### config.mk
export PLATFORM = sky130hd
export DESIGN_NAME = escaped_frame_crc_encoder
export DESIGN_NICKNAME = d
export VERILOG_FILES = /design/src/efce_pkg.sv /design/src/escaped_frame_crc_encoder.sv /design/src/efce_front.sv /design/src/efce_queue.sv /design/src/efce_back.sv
export SDC_FILE = /design/constraint.sdc
export NUM_CORES = 1
export LEC_CHECK = 0
export ABC_AREA = 1
export BUFFER_PORTS_ARGS = -buffer_cell sky130_fd_sc_hd__clkbuf_2
export CAP_MARGIN = 40
export CORE_AREA = 4 4 118 148
export CTS_BUF_LIST = sky130_fd_sc_hd__clkbuf_16
export DETAILED_ROUTE_END_ITERATION = 16
export DIE_AREA = 0 0 122 152
export SLEW_MARGIN = 5
export SYNTH_ARGS = -nofsm -noshare
export SYNTH_HDL_FRONTEND = slang
export SYNTH_SLANG_ARGS = --single-unit
export TNS_END_PERCENT = 20
### constraint.sdc
create_clock -name clk -period 4.2 [get_ports clk]
set_input_delay 0.84 -clock clk [delete_from_list [all_inputs] [get_ports clk]]
set_output_delay 0.84 -clock clk [all_outputs]
set_load 0.01 [all_outputs]
### src/efce_pkg.sv
// Shared types, constants and CRC function for the escaped frame CRC encoder.
`timescale 1ns / 1ps

package efce_pkg;

    localparam logic [15:0] CRC_POLY   = 16'hA001;
    localparam logic [7:0]  ESC_BYTE   = 8'hF0;
    localparam logic [7:0]  LOW_NIBBLE = 8'h0F;
    localparam logic [7:0]  END_BYTE   = 8'hF6;

    // One classified message byte, as handed from the front to the back
    typedef struct packed {
        logic [7:0]  data;
        logic        raw;        // header byte: never escaped
        logic        last;       // final byte of the message
        logic        want_crc;   // on the final byte: append CRC bytes after it
        logic [15:0] crc;        // running CRC including this byte
    } efce_cmd_t;

    // Queue status seen by the front and the back
    typedef struct packed {
        logic full;
        logic empty;
    } efce_qstat_t;

    // Which wire byte of the current command the back is producing
    typedef enum logic [1:0] {
        PH_DATA,
        PH_CRC_LO,
        PH_CRC_HI,
        PH_END
    } efce_phase_t;

    // Reflected CRC-16 update over one byte, one shift per bit
    function automatic logic [15:0] crc_update(input logic [15:0] crc, input logic [7:0] b);
        logic [15:0] c;
        c = crc ^ {8'h00, b};
        for (int k = 0; k < 8; k++)
        begin
            if (c[0])
                c = (c >> 1) ^ CRC_POLY;
            else
                c = c >> 1;
        end
        return c;
    endfunction

endpackage

### src/escaped_frame_crc_encoder.sv
// Top level of the escaped frame CRC encoder.
//
// Input channel (in_valid / in_stall): one unescaped message byte per
// transaction, header first, with end_of_message on the final byte and
// append_checksum sampled with it. A reflected CRC-16 (poly A001, init 0)
// runs over every message byte. Output channel (out_valid / out_stall): one
// escaped wire byte per transaction; frame_end marks the closing F6 byte.
// The first wire byte of an input byte passes through the queue and then the
// output register of the back-end sequencer. Throughput is one wire byte per
// cycle while the receiver does not stall and the queue is not empty: an input
// byte gives 1 wire byte, or 2 if escaped; a final byte adds 1 end byte, or 3
// to 5 bytes with the CRC bytes (up to 7 wire bytes in all).
// A queue of QUEUE_DEPTH classified bytes parts the front end from the back
// end; when the receiver stalls, the output byte holds, the queue fills, and
// in_stall rises once the queue is full.
// Reset clears the CRC to 0, expects a header next, empties the queue and
// drops out_valid.
`timescale 1ns / 1ps

module escaped_frame_crc_encoder
#(
    parameter int QUEUE_DEPTH = 4
)
(
    input  logic       clk,
    input  logic       rst_n,
    input  logic       in_valid,
    output logic       in_stall,
    input  logic [7:0] data_byte,
    input  logic       end_of_message,
    input  logic       append_checksum,
    output logic       out_valid,
    input  logic       out_stall,
    output logic [7:0] out_byte,
    output logic       frame_end
);

    efce_pkg::efce_qstat_t qstat;
    efce_pkg::efce_cmd_t   push_cmd;
    efce_pkg::efce_cmd_t   head_cmd;
    logic                  push;
    logic                  pop;

    efce_front u_front
    (
        .clk             (clk),
        .rst_n           (rst_n),
        .in_valid        (in_valid),
        .in_stall        (in_stall),
        .data_byte       (data_byte),
        .end_of_message  (end_of_message),
        .append_checksum (append_checksum),
        .qstat           (qstat),
        .push            (push),
        .push_cmd        (push_cmd)
    );

    efce_queue #(.DEPTH(QUEUE_DEPTH)) u_queue
    (
        .clk      (clk),
        .rst_n    (rst_n),
        .push     (push),
        .push_cmd (push_cmd),
        .pop      (pop),
        .head_cmd (head_cmd),
        .qstat    (qstat)
    );

    efce_back u_back
    (
        .clk       (clk),
        .rst_n     (rst_n),
        .head_cmd  (head_cmd),
        .qstat     (qstat),
        .pop       (pop),
        .out_valid (out_valid),
        .out_stall (out_stall),
        .out_byte  (out_byte),
        .frame_end (frame_end)
    );

endmodule

### src/efce_front.sv
// Front end: accepts message bytes, runs the CRC and classifies each byte.
`timescale 1ns / 1ps

module efce_front
(
    input  logic                clk,
    input  logic                rst_n,
    input  logic                in_valid,
    output logic                in_stall,
    input  logic [7:0]          data_byte,
    input  logic                end_of_message,
    input  logic                append_checksum,
    input  efce_pkg::efce_qstat_t qstat,
    output logic                push,
    output efce_pkg::efce_cmd_t push_cmd
);

    logic [15:0] running_crc_reg;
    logic [15:0] running_crc_next;
    logic        expect_header_reg;
    logic        expect_header_next;
    logic [15:0] crc_new;

    assign in_stall = qstat.full;
    assign push     = in_valid && !qstat.full;
    assign crc_new  = efce_pkg::crc_update(running_crc_reg, data_byte);

    // Command built from the incoming transaction
    always_comb
    begin
        push_cmd.data     = data_byte;
        push_cmd.raw      = expect_header_reg;
        push_cmd.last     = end_of_message;
        push_cmd.want_crc = append_checksum;
        push_cmd.crc      = crc_new;
    end

    // Message state: CRC and header flag restart after the final byte
    always_comb
    begin
        running_crc_next   = running_crc_reg;
        expect_header_next = expect_header_reg;
        if (push)
        begin
            if (end_of_message)
            begin
                running_crc_next   = 16'h0000;
                expect_header_next = 1'b1;
            end
            else
            begin
                running_crc_next   = crc_new;
                expect_header_next = 1'b0;
            end
        end
    end

    always_ff @(posedge clk or negedge rst_n)
    begin
        if (!rst_n)
        begin
            running_crc_reg   <= 16'h0000;
            expect_header_reg <= 1'b1;
        end
        else
        begin
            running_crc_reg   <= running_crc_next;
            expect_header_reg <= expect_header_next;
        end
    end

    a_msg_restart: assert property (@(posedge clk) disable iff (!rst_n)
        (push && end_of_message) |=> (expect_header_reg && running_crc_reg == 16'h0000))
        else $error("message state not restarted after final byte");

endmodule

### src/efce_queue.sv
// Small command queue between the front end and the back end.
`timescale 1ns / 1ps

module efce_queue
#(
    parameter int DEPTH = 4
)
(
    input  logic                  clk,
    input  logic                  rst_n,
    input  logic                  push,
    input  efce_pkg::efce_cmd_t   push_cmd,
    input  logic                  pop,
    output efce_pkg::efce_cmd_t   head_cmd,
    output efce_pkg::efce_qstat_t qstat
);

    localparam int PW = $clog2(DEPTH);
    localparam int CW = $clog2(DEPTH + 1);
    localparam logic [PW-1:0] LAST_PTR  = PW'(DEPTH - 1);
    localparam logic [CW-1:0] DEPTH_CNT = CW'(DEPTH);

    efce_pkg::efce_cmd_t entry_reg [DEPTH];
    logic [PW-1:0] wr_ptr_reg;
    logic [PW-1:0] rd_ptr_reg;
    logic [CW-1:0] count_reg;
    logic          do_push;
    logic          do_pop;

    assign qstat.full  = (count_reg == DEPTH_CNT);
    assign qstat.empty = (count_reg == '0);
    assign do_push     = push && !qstat.full;
    assign do_pop      = pop && !qstat.empty;
    assign head_cmd    = entry_reg[rd_ptr_reg];

    // Entry storage
    always_ff @(posedge clk)
    begin
        if (do_push)
            entry_reg[wr_ptr_reg] <= push_cmd;
    end

    // Pointers and fill count
    always_ff @(posedge clk or negedge rst_n)
    begin
        if (!rst_n)
        begin
            wr_ptr_reg <= '0;
            rd_ptr_reg <= '0;
            count_reg  <= '0;
        end
        else
        begin
            if (do_push)
                wr_ptr_reg <= (wr_ptr_reg == LAST_PTR) ? '0 : wr_ptr_reg + 1'b1;
            if (do_pop)
                rd_ptr_reg <= (rd_ptr_reg == LAST_PTR) ? '0 : rd_ptr_reg + 1'b1;
            if (do_push && !do_pop)
                count_reg <= count_reg + 1'b1;
            else if (do_pop && !do_push)
                count_reg <= count_reg - 1'b1;
        end
    end

    a_no_overflow: assert property (@(posedge clk) disable iff (!rst_n)
        count_reg <= DEPTH_CNT)
        else $error("queue count above depth");

    a_pop_nonempty: assert property (@(posedge clk) disable iff (!rst_n)
        pop |-> !qstat.empty)
        else $error("pop from empty queue");

endmodule

### src/efce_back.sv
// Back end: expands queued commands into escaped wire bytes.
`timescale 1ns / 1ps

module efce_back
(
    input  logic                  clk,
    input  logic                  rst_n,
    input  efce_pkg::efce_cmd_t   head_cmd,
    input  efce_pkg::efce_qstat_t qstat,
    output logic                  pop,
    output logic                  out_valid,
    input  logic                  out_stall,
    output logic [7:0]            out_byte,
    output logic                  frame_end
);

    efce_pkg::efce_phase_t phase_reg;
    efce_pkg::efce_phase_t phase_next;
    logic       esc_pending_reg;
    logic       esc_pending_next;
    logic       out_valid_reg;
    logic       out_valid_next;
    logic [7:0] out_byte_reg;
    logic [7:0] out_byte_next;
    logic       frame_end_reg;
    logic       frame_end_next;
    logic       load;
    logic [7:0] cur_byte;
    logic       escapable;

    assign load = !qstat.empty && (!out_valid_reg || !out_stall);

    // Sequencer: one wire byte per load
    always_comb
    begin
        phase_next       = phase_reg;
        esc_pending_next = esc_pending_reg;
        out_byte_next    = out_byte_reg;
        frame_end_next   = frame_end_reg;
        pop              = 1'b0;
        out_valid_next   = out_valid_reg && out_stall;

        case (phase_reg)
            efce_pkg::PH_DATA:   cur_byte = head_cmd.data;
            efce_pkg::PH_CRC_LO: cur_byte = head_cmd.crc[7:0];
            efce_pkg::PH_CRC_HI: cur_byte = head_cmd.crc[15:8];
            efce_pkg::PH_END:    cur_byte = efce_pkg::END_BYTE;
            default:             cur_byte = head_cmd.data;
        endcase

        escapable = (phase_reg != efce_pkg::PH_END)
                 && !(phase_reg == efce_pkg::PH_DATA && head_cmd.raw)
                 && ((cur_byte & efce_pkg::ESC_BYTE) == efce_pkg::ESC_BYTE);

        if (load)
        begin
            out_valid_next = 1'b1;
            frame_end_next = (phase_reg == efce_pkg::PH_END);
            if (escapable && !esc_pending_reg)
            begin
                // first half of an escape pair
                out_byte_next    = efce_pkg::ESC_BYTE;
                esc_pending_next = 1'b1;
            end
            else
            begin
                out_byte_next    = esc_pending_reg ? (cur_byte & efce_pkg::LOW_NIBBLE)
                                                   : cur_byte;
                esc_pending_next = 1'b0;
                case (phase_reg)
                    efce_pkg::PH_DATA:
                    begin
                        if (!head_cmd.last)
                            pop = 1'b1;
                        else if (head_cmd.want_crc)
                            phase_next = efce_pkg::PH_CRC_LO;
                        else
                            phase_next = efce_pkg::PH_END;
                    end
                    efce_pkg::PH_CRC_LO: phase_next = efce_pkg::PH_CRC_HI;
                    efce_pkg::PH_CRC_HI: phase_next = efce_pkg::PH_END;
                    efce_pkg::PH_END:
                    begin
                        pop        = 1'b1;
                        phase_next = efce_pkg::PH_DATA;
                    end
                    default:   phase_next = efce_pkg::PH_DATA;
                endcase
            end
        end
    end

    always_ff @(posedge clk or negedge rst_n)
    begin
        if (!rst_n)
        begin
            phase_reg       <= efce_pkg::PH_DATA;
            esc_pending_reg <= 1'b0;
            out_valid_reg   <= 1'b0;
        end
        else
        begin
            phase_reg       <= phase_next;
            esc_pending_reg <= esc_pending_next;
            out_valid_reg   <= out_valid_next;
        end
    end

    // Output payload holds while stalled
    always_ff @(posedge clk)
    begin
        out_byte_reg  <= out_byte_next;
        frame_end_reg <= frame_end_next;
    end

    assign out_valid = out_valid_reg;
    assign out_byte  = out_byte_reg;
    assign frame_end = frame_end_reg;

    a_end_byte: assert property (@(posedge clk) disable iff (!rst_n)
        (out_valid_reg && frame_end_reg) |-> (out_byte_reg == efce_pkg::END_BYTE))
        else $error("frame end flag on a byte other than the end byte");

    a_esc_low: assert property (@(posedge clk) disable iff (!rst_n)
        (load && esc_pending_reg) |=> (out_byte_reg[7:4] == 4'h0 && !frame_end_reg))
        else $error("escape pair second half is not a low nibble");

endmodule

==> results of run 1 <==
[cells in the mapped netlist]
cell type  count
inv_2          4
nor3_1         5
mux2_2         1
xor2_1        10
a31oi_1        2
nand2_4        2
fa_1           1
ha_1          10
nor2_1        54
nand3_1       36
dfrtp_1       27
clkinv_1       1
nand2_1       86
o22ai_1       16
o221a_2        3
nand2_2       16
edfxtp_1     117
buf_2         11
a32oi_1        2
inv_1         38
nor2_4         1
dfstp_2        1
xnor2_1        5
o21ai_1        5
buf_4          4
a32o_1         1
clkbuf_1       5
buf_6          1
o21ai_2        1
nor3b_2        1
xor2_2         1
buf_1          1
o21ai_0       47
a221oi_1       2
a21oi_1       10
nand3_2        7
o221ai_1       1
a22o_1         2
[report_power, final]
part / internal, mW / switching [mW] / leakage [nW]
logic: 0.652 / 1.51 / 1.08
registers: 2.22 / 0.164 / 1.43
clock network: 0.919 / 0.547 / 0.295
total: 3.80 / 2.22 / 2.80
[routing by layer]
metal,share of wire,routed length [um],up-vias
li1,-,-,1930
met1,0.41,5631,1925
met2,0.52,7093,107
met3,0.042,569,15
met4,0.022,294,0
met5,0,0,-
[worst register-to-register path: stages (launching register included)]
cell	delay, ns
dfrtp_1	0.41
inv_1	0.10
ha_1	0.48
inv_1	0.24
nor3_1	0.34
nor2_1	0.07
nor3_1	0.19
nand2_2	0.15
ha_1	0.21
inv_1	0.09
fa_1	0.41
mux2_2	0.27
[through the flow]
step / utilization / cell area, um2 / worst slack [ns] / std cells
after global placement: 0.4123 / 6625 / 1.247 / 764
after global routing: 0.4483 / 7204 / 0.8886 / 796
after detailed placement: 0.4123 / 6625 / 1.144 / 764
after floorplan: - / 6284 / 1.223 / 538
final: 0.4483 / 7204 / 1.133 / 796
after CTS: 0.4483 / 7204 / 1.149 / 796
[cell type report]
class,instances,share of cell area
clock inverters,15,0.02136
multi-input cells,328,0.2496
clock buffers,17,0.05905
flip-flops and latches,145,0.5851
inverters,43,0.02240
repair buffers,32,0.02501
well taps,216,0.03751
[cell families after synthesis]
family                   Yosys count
AO/OA/AOI/OAI                     92
buffers and inverters             65
AND/OR/NAND/NOR                  208
multiplexers                       1
adder cells (fa/ha/maj)           11
XOR/XNOR                          16
flip-flops                       145
[worst min-delay path by stage]
stage,to
finish,u_front.running_crc_reg[6]
global route,u_front.running_crc_reg[4]
CTS,u_front.running_crc_reg[6]
detailed placement,u_front.running_crc_reg[15]
global placement,u_front.running_crc_reg[15]
floorplan,u_front.running_crc_reg[15]
==> results.ini, run 1 <==
[floorplan]
num_io_pins = 25
num_rows = 52
die_area_um2 = 18540
die_w_um = 122
start_util = 0.3910
fp.coreArea_um2 = 16070
die_h_um = 152

[cells_and_area]
largest_reg_flops = 108
mostFrequentLayoutCell = edfxtp_1
nFillCells = 1453
antenna_cells = 0
regArea_um2 = 4215
multiInputGateArea_um2 = 1798
layout_common_cells = 117 x edfxtp_1, 86 x nand2_1, 50 x nor2_1
drive_above_1_share = 0.1741
fin_nets = 592
syn_to_final_growth_pct = 14.66

[yosys]
synth_cells = 538
syn-num-nets = 563
ys_ff_latch = 145
yosys.area_share.simple = 0.1507
synth-compound-area-share = 0.08542
synthXorXnorAreaFrac = 0.02350
syn-cell-area_um2 = 6284
syn_area_per_cell_um2 = 11.68
yosys.area_share.adder = 0.02310
netlist.area_leader.share = 0.5591
synth_mux_area_frac = 0.001792
synth.area.top_cells = edfxtp_1 56%, dfrtp_1 11%, nand2_1 5.1%, o21ai_0 3.7%, nor2_1 3.2%
synth_top_family_by_area = simple AND/OR/NAND/NOR gates
ys.warnings.count = 0
ys_seq_area_frac = 0.6708
yosysTopAreaCell = edfxtp_1
yosys.cell_types.count = 38

[setup_path]
arrival_ns = 3.36
cp-startpoint = u_back.phase_reg[0]
crit_top_cell = inv_1
critPathRequiredTime_ns = 4.50
path_depth = 11
crit_type = flip-flop to flip-flop
cp-end-kind = flip-flop
r2r_slack_ns = 1.13
crit_end = u_queue.count_reg[1]
r2r_start = u_back.phase_reg[0]
reg2reg_depth = 11
r2r_end = u_queue.count_reg[1]
worstPathMaxFanout = 11
slowest_stage = ha_1
crit_chain = inv_1 -> ha_1 -> inv_1 -> nor3_1 -> nor2_1 -> nor3_1 -> nand2_2 -> ha_1 -> inv_1 -> fa_1 -> mux2_2
start_kind = flip-flop
critPathBufInv = 3
max_stage_delay_ns = 0.48
cp_top_family = adder cells

[sta]
layout_min_cycle_time_ns = 3.067
timing.fmax_ghz = 0.3261
rsz0062_at_grt = no
setup_violations = 0
maxSlewViolCount = 0
final_hold_viol_count = 0
skew_ns = 0.01271
tightest_slew_ns = 0.8129
setup_tns_ns = 0
slew_headroom = 0.4580
timing.hold.ws_ns = 0.5013
period_share = 0.7302

[detailed_routing]
drtAntennaViolNets = 0
drt_iter0_drc = 398
routedWlPerCell_um = 17.07
drtPass1Iterations = 5
wl_mm = 13.59
vias = 3977
drc_errors = 0
via_per_inst = 4.996

[hold_path]
min_path_cells = 2
hold_start = u_front.running_crc_reg[6]
worstHoldPathType = flip-flop to flip-flop

[global_routing]
met1_usage = 0.1986
grt_overflow = 0
use_met3 = 0.03012
grt_usage = 0.1531
grtUsageMet2 = 0.2505
grt_first_pass_wirelength_mm = 21.36
busiest_layer = met2
antenna_found_initial = 0
grt_max_degree = 57
grt_pass1_vias = 3854

[power_and_ir_drop]
ir_worst_vdd_uv = 330.0
p_total_mw = 6.018
powerDensity_nw_per_um2 = 835.3
p_leak_nw = 2.802

[placed_design]
dp_hpwl_mm = 8.924
gp_congestion = 0.8330
portBuffers = 24

[clock_network]
cts-hold-fix-buffers = 0
post-cts-setup-buffers = 0
clock_latency_ns = 0.42
clk_pin_slew_worst_paths_ns = 0.06
cts_made_buffers = 17
cts_sinks = 145
postCtsResizedCells = 0
clock_path_buffers = 2
cts_tree = yes
htreeDepth = 4
clock-root-buffer = clkbuf_16

[run]
max-cap-violations = 0

[outcome]
status = finished clean

(Power assumes the default switching activity.)
==> run 2, diff against run 1 <==
- clock period: 4.2 -> 2.6 ns (I/O delays scaled with it)
==> run 2 against run 1 <==
Compared with the run above:
- sequential share of layout area fell by 3.2 points
- wire length rose by 3.8%
- critical path depth up 3
- sequential power grew 63%
- clock skew up 0.00086 ns
- final cell count up 4.8%
- critical path type unchanged
==> results.ini, run 2 (synthesis results as in run 1) <==
[outcome]
status = finished clean

[clock_network]
clock_latency_ns = 0.42
cts_sinks = 145
htreeDepth = 4
clock-root-buffer = clkbuf_16
cts_tree = yes
clk_pin_slew_worst_paths_ns = 0.06
clock_path_buffers = 2
cts_made_buffers = 17

[sta]
setup_violations = 0
slew_headroom = 0.4879
setup_tns_ns = 0
timing.fmax_ghz = 0.3945
period_share = 0.9751
rsz0062_at_grt = yes
setup_ws_ns = 0.06486
tightest_slew_ns = 0.7681
layout_min_cycle_time_ns = 2.535
final_hold_viol_count = 0
skew_ns = 0.01357
maxSlewViolCount = 0

[cells_and_area]
fin_util = 0.4747
syn_to_final_growth_pct = 21.41
antenna_cells = 0
finalInstanceArea_um2 = 7629
drive_above_1_share = 0.2460
largest_reg_flops = 108
layout_common_cells = 117 x edfxtp_1, 85 x nand2_1, 49 x nor2_1
mostFrequentLayoutCell = edfxtp_1
fin_nets = 631
nFillCells = 1421

[power_and_ir_drop]
p_total_mw = 10.43
powerDensity_nw_per_um2 = 1368
ir_worst_vdd_uv = 586.9
p_leak_nw = 3.007

[detailed_routing]
drt_iter0_drc = 294
drc_errors = 0
routedWlPerCell_um = 16.91
via_per_inst = 4.960
vias = 4137
drtPass1Iterations = 6
wl_mm = 14.10
drtAntennaViolNets = 0

[setup_path]
critPathRequiredTime_ns = 2.89
reg2reg_depth = 14
worstPathMaxFanout = 6
cp-end-kind = flip-flop
start_kind = flip-flop
crit_chain = inv_2 -> buf_4 -> o21ai_0 -> o22ai_1 -> a21oi_1 -> nor3b_2 -> nand2_2 -> nand2_4 -> ha_4 -> inv_2 -> fa_2 -> a21oi_2 -> o21ai_1 -> xor2_1
arrival_ns = 2.83
r2r_start = u_queue.rd_ptr_reg[0]
cp-startpoint = u_queue.rd_ptr_reg[0]
max_stage_delay_ns = 0.41
crit_type = flip-flop to flip-flop
slowest_stage = dfrtp_1
crit_top_cell = inv_2

[placed_design]
placed_cell_area_um2 = 6935
dp_slack_ns = -0.02830
gp_congestion = 0.8795
dp_hpwl_mm = 9.578
portBuffers = 24

[floorplan]
die_area_um2 = 18540
die_w_um = 122
die_h_um = 152
fp.coreArea_um2 = 16070
start_util = 0.3910
num_io_pins = 25
num_rows = 52

[run]
max-cap-violations = 0

[global_routing]
grt_overflow = 0
antenna_found_initial = 0
grt_pass1_vias = 4255
grt_first_pass_wirelength_mm = 22.57
grt_usage = 0.1592
grt_max_degree = 29

[hold_path]
worstHoldPathType = input port to async pin

[run 2: cell types whose count changed in the layout (fill, tap and decap cells not counted), sizes merged]
| cell | previous run | this run |
|---|---|---|
| buf | 8 | 47 |
| clkinv | 9 | 7 |
| clkinvlp | 1 | 2 |
[run 2: routing by layer]
layer  routed length [um]  track usage  share of wire
met1                 6051       0.2011           0.43
met5                    0            0              0
met3                  541      0.03347          0.038
met4                  231      0.05980          0.016
met2                 7276       0.2679           0.52
[run 2: critical path: cells and delay by family (launching register included)]
| family | cells | cell delay [ns] |
|---|---|---|
| AND/OR/NAND/NOR | 3 | 0.41 |
| AO/OA/AOI/OAI | 5 | 0.66 |
| adder cells (fa/ha/maj) | 2 | 0.49 |
| XOR/XNOR | 1 | 0.14 |
| buffers and inverters | 3 | 0.31 |
| flip-flops | 1 | 0.41 |
[run 2: through the flow]
stage	hold slack (ns)	instances
after floorplan	0.2244	538
after global placement	0.4841	797
after detailed placement	0.4895	797
after CTS	0.1864	828
after global routing	0.2301	834
final	0.1736	834
[run 2: what timing repair did]
action,4_1_cts,5_1_grt
pin swaps,0,5
hold buffers,0,0
setup endpoints to repair,2,2
resized for setup,1,21
buffers inserted,0,6
endpoints found under the hold margin,0,0
[run 2: final timing paths]
path                            slack [ns]                         end
worst max-delay path                  0.06        u_queue.count_reg[2]
worst min-delay path                  0.17            u_back.out_valid
worst max register to register        0.06        u_queue.count_reg[2]
worst min register to register        0.51  u_front.running_crc_reg[7]
max in group asynchronous             1.88       u_queue.rd_ptr_reg[1]
min in group clk                      0.32    u_queue.entry_reg[0][16]
[run 2: area by class of cell]
class / count / area (um2) / area share
inverter: 43 / 163.9 / 0.02149
clock inverter: 14 / 151.4 / 0.01985
timing repair buffer: 71 / 550.5 / 0.07217
sequential: 145 / 4217 / 0.5527
multi-input combinational: 328 / 1851 / 0.2426
clock buffer: 17 / 425.4 / 0.05577
tap: 216 / 270.3 / 0.03543
[run 2: report_power, final]
| group | internal [mW] | total, mW | leakage [nW] | switching [mW] |
|---|---|---|---|---|
| clock | 1.48 | 2.38 | 0.287 | 0.896 |
| combinational | 1.58 | 4.17 | 1.29 | 2.58 |
| sequential | 3.59 | 3.89 | 1.43 | 0.294 |
==> run 3, diff against run 2 <==
==> constraint.sdc (replaced) <==
create_clock -name clk -period 2.6 [get_ports clk]
set_input_delay 0.78 -clock clk [delete_from_list [all_inputs] [get_ports clk]]
set_output_delay 0.78 -clock clk [all_outputs]
set_load 0.01 [all_outputs]
==> run 3 against run 2 <==
Compared with the run above:
- die area did not move
- non-clock buffer count rose by 6
- final cell count rose by 0.84%
- combinational power rose by 2%
- largest cell class unchanged
- register-to-register slack got worse by 0.06 ns
- sequential power barely moved
- via count rose by 0.73%
- hold slack improved by 0.26 ns
- setup slack got worse by 0.055 ns
- design area rose by 0.87%
- critical path depth rose by 1
==> results.ini, run 3 (synthesis results as in run 1) <==
[outcome]
status = finished clean

[power_and_ir_drop]
switching_share = 0.3606
p_leak_nw = 3.062
pwr-share-comb = 0.405
powerDensity_nw_per_um2 = 1366
p_switching_mw = 3.791
p_clk_frac = 0.225
p_seq_frac = 0.370
ir_worst_vdd_uv = 655.9
p_int_mw = 6.722

[cells_and_area]
syn_to_final_growth_pct = 22.46
fin_util = 0.4788
fin_cells = 841
mostFrequentLayoutCell = edfxtp_1
finalInstanceArea_um2 = 7695
fin_nets = 637
layout_common_cells = 117 x edfxtp_1, 86 x nand2_1, 48 x nor2_1
nFillCells = 1428
drive_above_1_share = 0.2496
antenna_cells = 0
largest_reg_flops = 108

[clock_network]
htreeDepth = 4
post-cts-setup-buffers = 0
clock_path_buffers = 2
cts_tree = yes
clock_latency_ns = 0.42
cts-hold-fix-buffers = 0
clock-root-buffer = clkbuf_16
cts_sinks = 145
cts_made_buffers = 17
clk_pin_slew_worst_paths_ns = 0.06

[setup_path]
worstPathMaxFanout = 18
crit_type = flip-flop to flip-flop
cp_top_family = adder cells
crit_top_cell = nand2_2
reg2reg_depth = 15
cp-end-kind = flip-flop
crit_chain = inv_2 -> buf_12 -> buf_4 -> nor2_2 -> o22ai_2 -> a21oi_1 -> nor3b_2 -> nand2_2 -> nand2_2 -> ha_1 -> inv_1 -> fa_2 -> a21oi_2 -> o21ai_1 -> xor2_1
start_kind = flip-flop
slowest_stage = dfrtp_2
critPathRequiredTime_ns = 2.90
r2r_end = u_queue.count_reg[2]
max_stage_delay_ns = 0.43
critPathBufInv = 4
arrival_ns = 2.89
r2r_slack_ns = 0.01
r2r_start = u_queue.rd_ptr_reg[0]

[floorplan]
die_area_um2 = 18540
num_io_pins = 25
fp.coreArea_um2 = 16070
start_util = 0.3910
die_w_um = 122
num_rows = 52
die_h_um = 152

[placed_design]
placed_cell_area_um2 = 7030
gp_congestion = 0.8372
dpl.cell_count = 808
dp_hpwl_mm = 9.531
portBuffers = 24

[global_routing]
grt_pass1_vias = 4225
grt_overflow = 0
grt_max_degree = 34
grt_usage = 0.1601
grt_first_pass_wirelength_mm = 22.60
antenna_found_initial = 0

[detailed_routing]
routedWlPerCell_um = 16.96
vias = 4167
drtPass1Iterations = 5
drtAntennaViolNets = 0
drt_iter0_drc = 288
drc_errors = 0
via_per_inst = 4.955
wl_mm = 14.27

[sta]
slew_headroom = 0.4816
rsz0062_at_grt = yes
maxSlewViolCount = 0
tightest_slew_ns = 0.7777
period_share = 0.9963
layout_min_cycle_time_ns = 2.590
timing.fmax_ghz = 0.3860
setup_violations = 0
skew_ns = 0.01116
final_hold_viol_count = 0

[run]
max-cap-violations = 0

[hold_path]
worstHoldPathType = input port to async pin

-- run 3: timing repair --
item | CTS | global route
gates cloned | 0 | 1
resized for setup | 6 | 9
hold endpoints to repair | 0 | 0
pin swaps | 2 | 2
endpoints found under the setup margin | 2 | 2
-- run 3: layer usage --
layer  vias up  global-route usage  wire length, um
li1       2030                   -                -
met1      2023              0.1973             5972
met2        95              0.2708             7452
met3        19             0.03310              524
met4         0             0.06834              316
met5         -                   0                0
-- run 3: metrics by stage --
stage	setup WS (ns)	setup TNS (ns)	hold slack (ns)	power [mW]
after floorplan	-0.3170	-34.23	0.4684	6.363
after global placement	-0.01857	-0.01857	0.4853	7.886
after detailed placement	-0.05858	-0.05858	0.4892	8.021
after CTS	-0.003165	-0.003165	0.4574	10.47
after global routing	-0.1603	-0.2378	0.4933	11.18
final	0.009568	0	0.4343	10.51
-- run 3: worst reg2reg max path, stage by stage, from the launching register on --
cell and delay [ns]:
dfrtp_2 0.43, inv_2 0.08, buf_12 0.15, buf_4 0.15
nor2_2 0.11, o22ai_2 0.11, a21oi_1 0.16, nor3b_2 0.19
nand2_2 0.08, nand2_2 0.10, ha_1 0.15, inv_1 0.06
fa_2 0.36, a21oi_2 0.12, o21ai_1 0.08, xor2_1 0.14
-- run 3: area by class of cell --
cell class	instances	area, um2	share of cell area
clock buffer	17	425.4	0.05528
clock inverter	15	153.9	0.02000
inverter	43	161.4	0.02098
multi-input combinational	328	1853	0.2408
sequential	145	4217	0.5480
tap	216	270.3	0.03512
timing repair buffer	77	614.3	0.07984
-- run 3: worst max-delay path by stage --
| stage | start | endpoint | cells after the start |
|---|---|---|---|
| floorplan | in_valid | u_queue.entry_reg[0][0] | 5 |
| global placement | u_queue.rd_ptr_reg[1] | u_queue.count_reg[2] | 14 |
| detailed placement | u_queue.rd_ptr_reg[1] | u_queue.count_reg[2] | 14 |
| CTS | u_queue.rd_ptr_reg[0] | u_queue.count_reg[2] | 15 |
| global route | u_queue.rd_ptr_reg[0] | u_queue.count_reg[2] | 18 |
| finish | u_queue.rd_ptr_reg[0] | u_queue.count_reg[2] | 15 |
-- run 3: power groups by stage --
stage / logic, mW / clock network, mW / registers, mW
finish: 4.26 / 2.37 / 3.89
global route: 4.72 / 2.51 / 3.95
CTS: 4.18 / 2.41 / 3.87
detailed placement: 4.10 / 0 / 3.92
global placement: 4.00 / 0 / 3.89
floorplan: 2.47 / 0 / 3.89
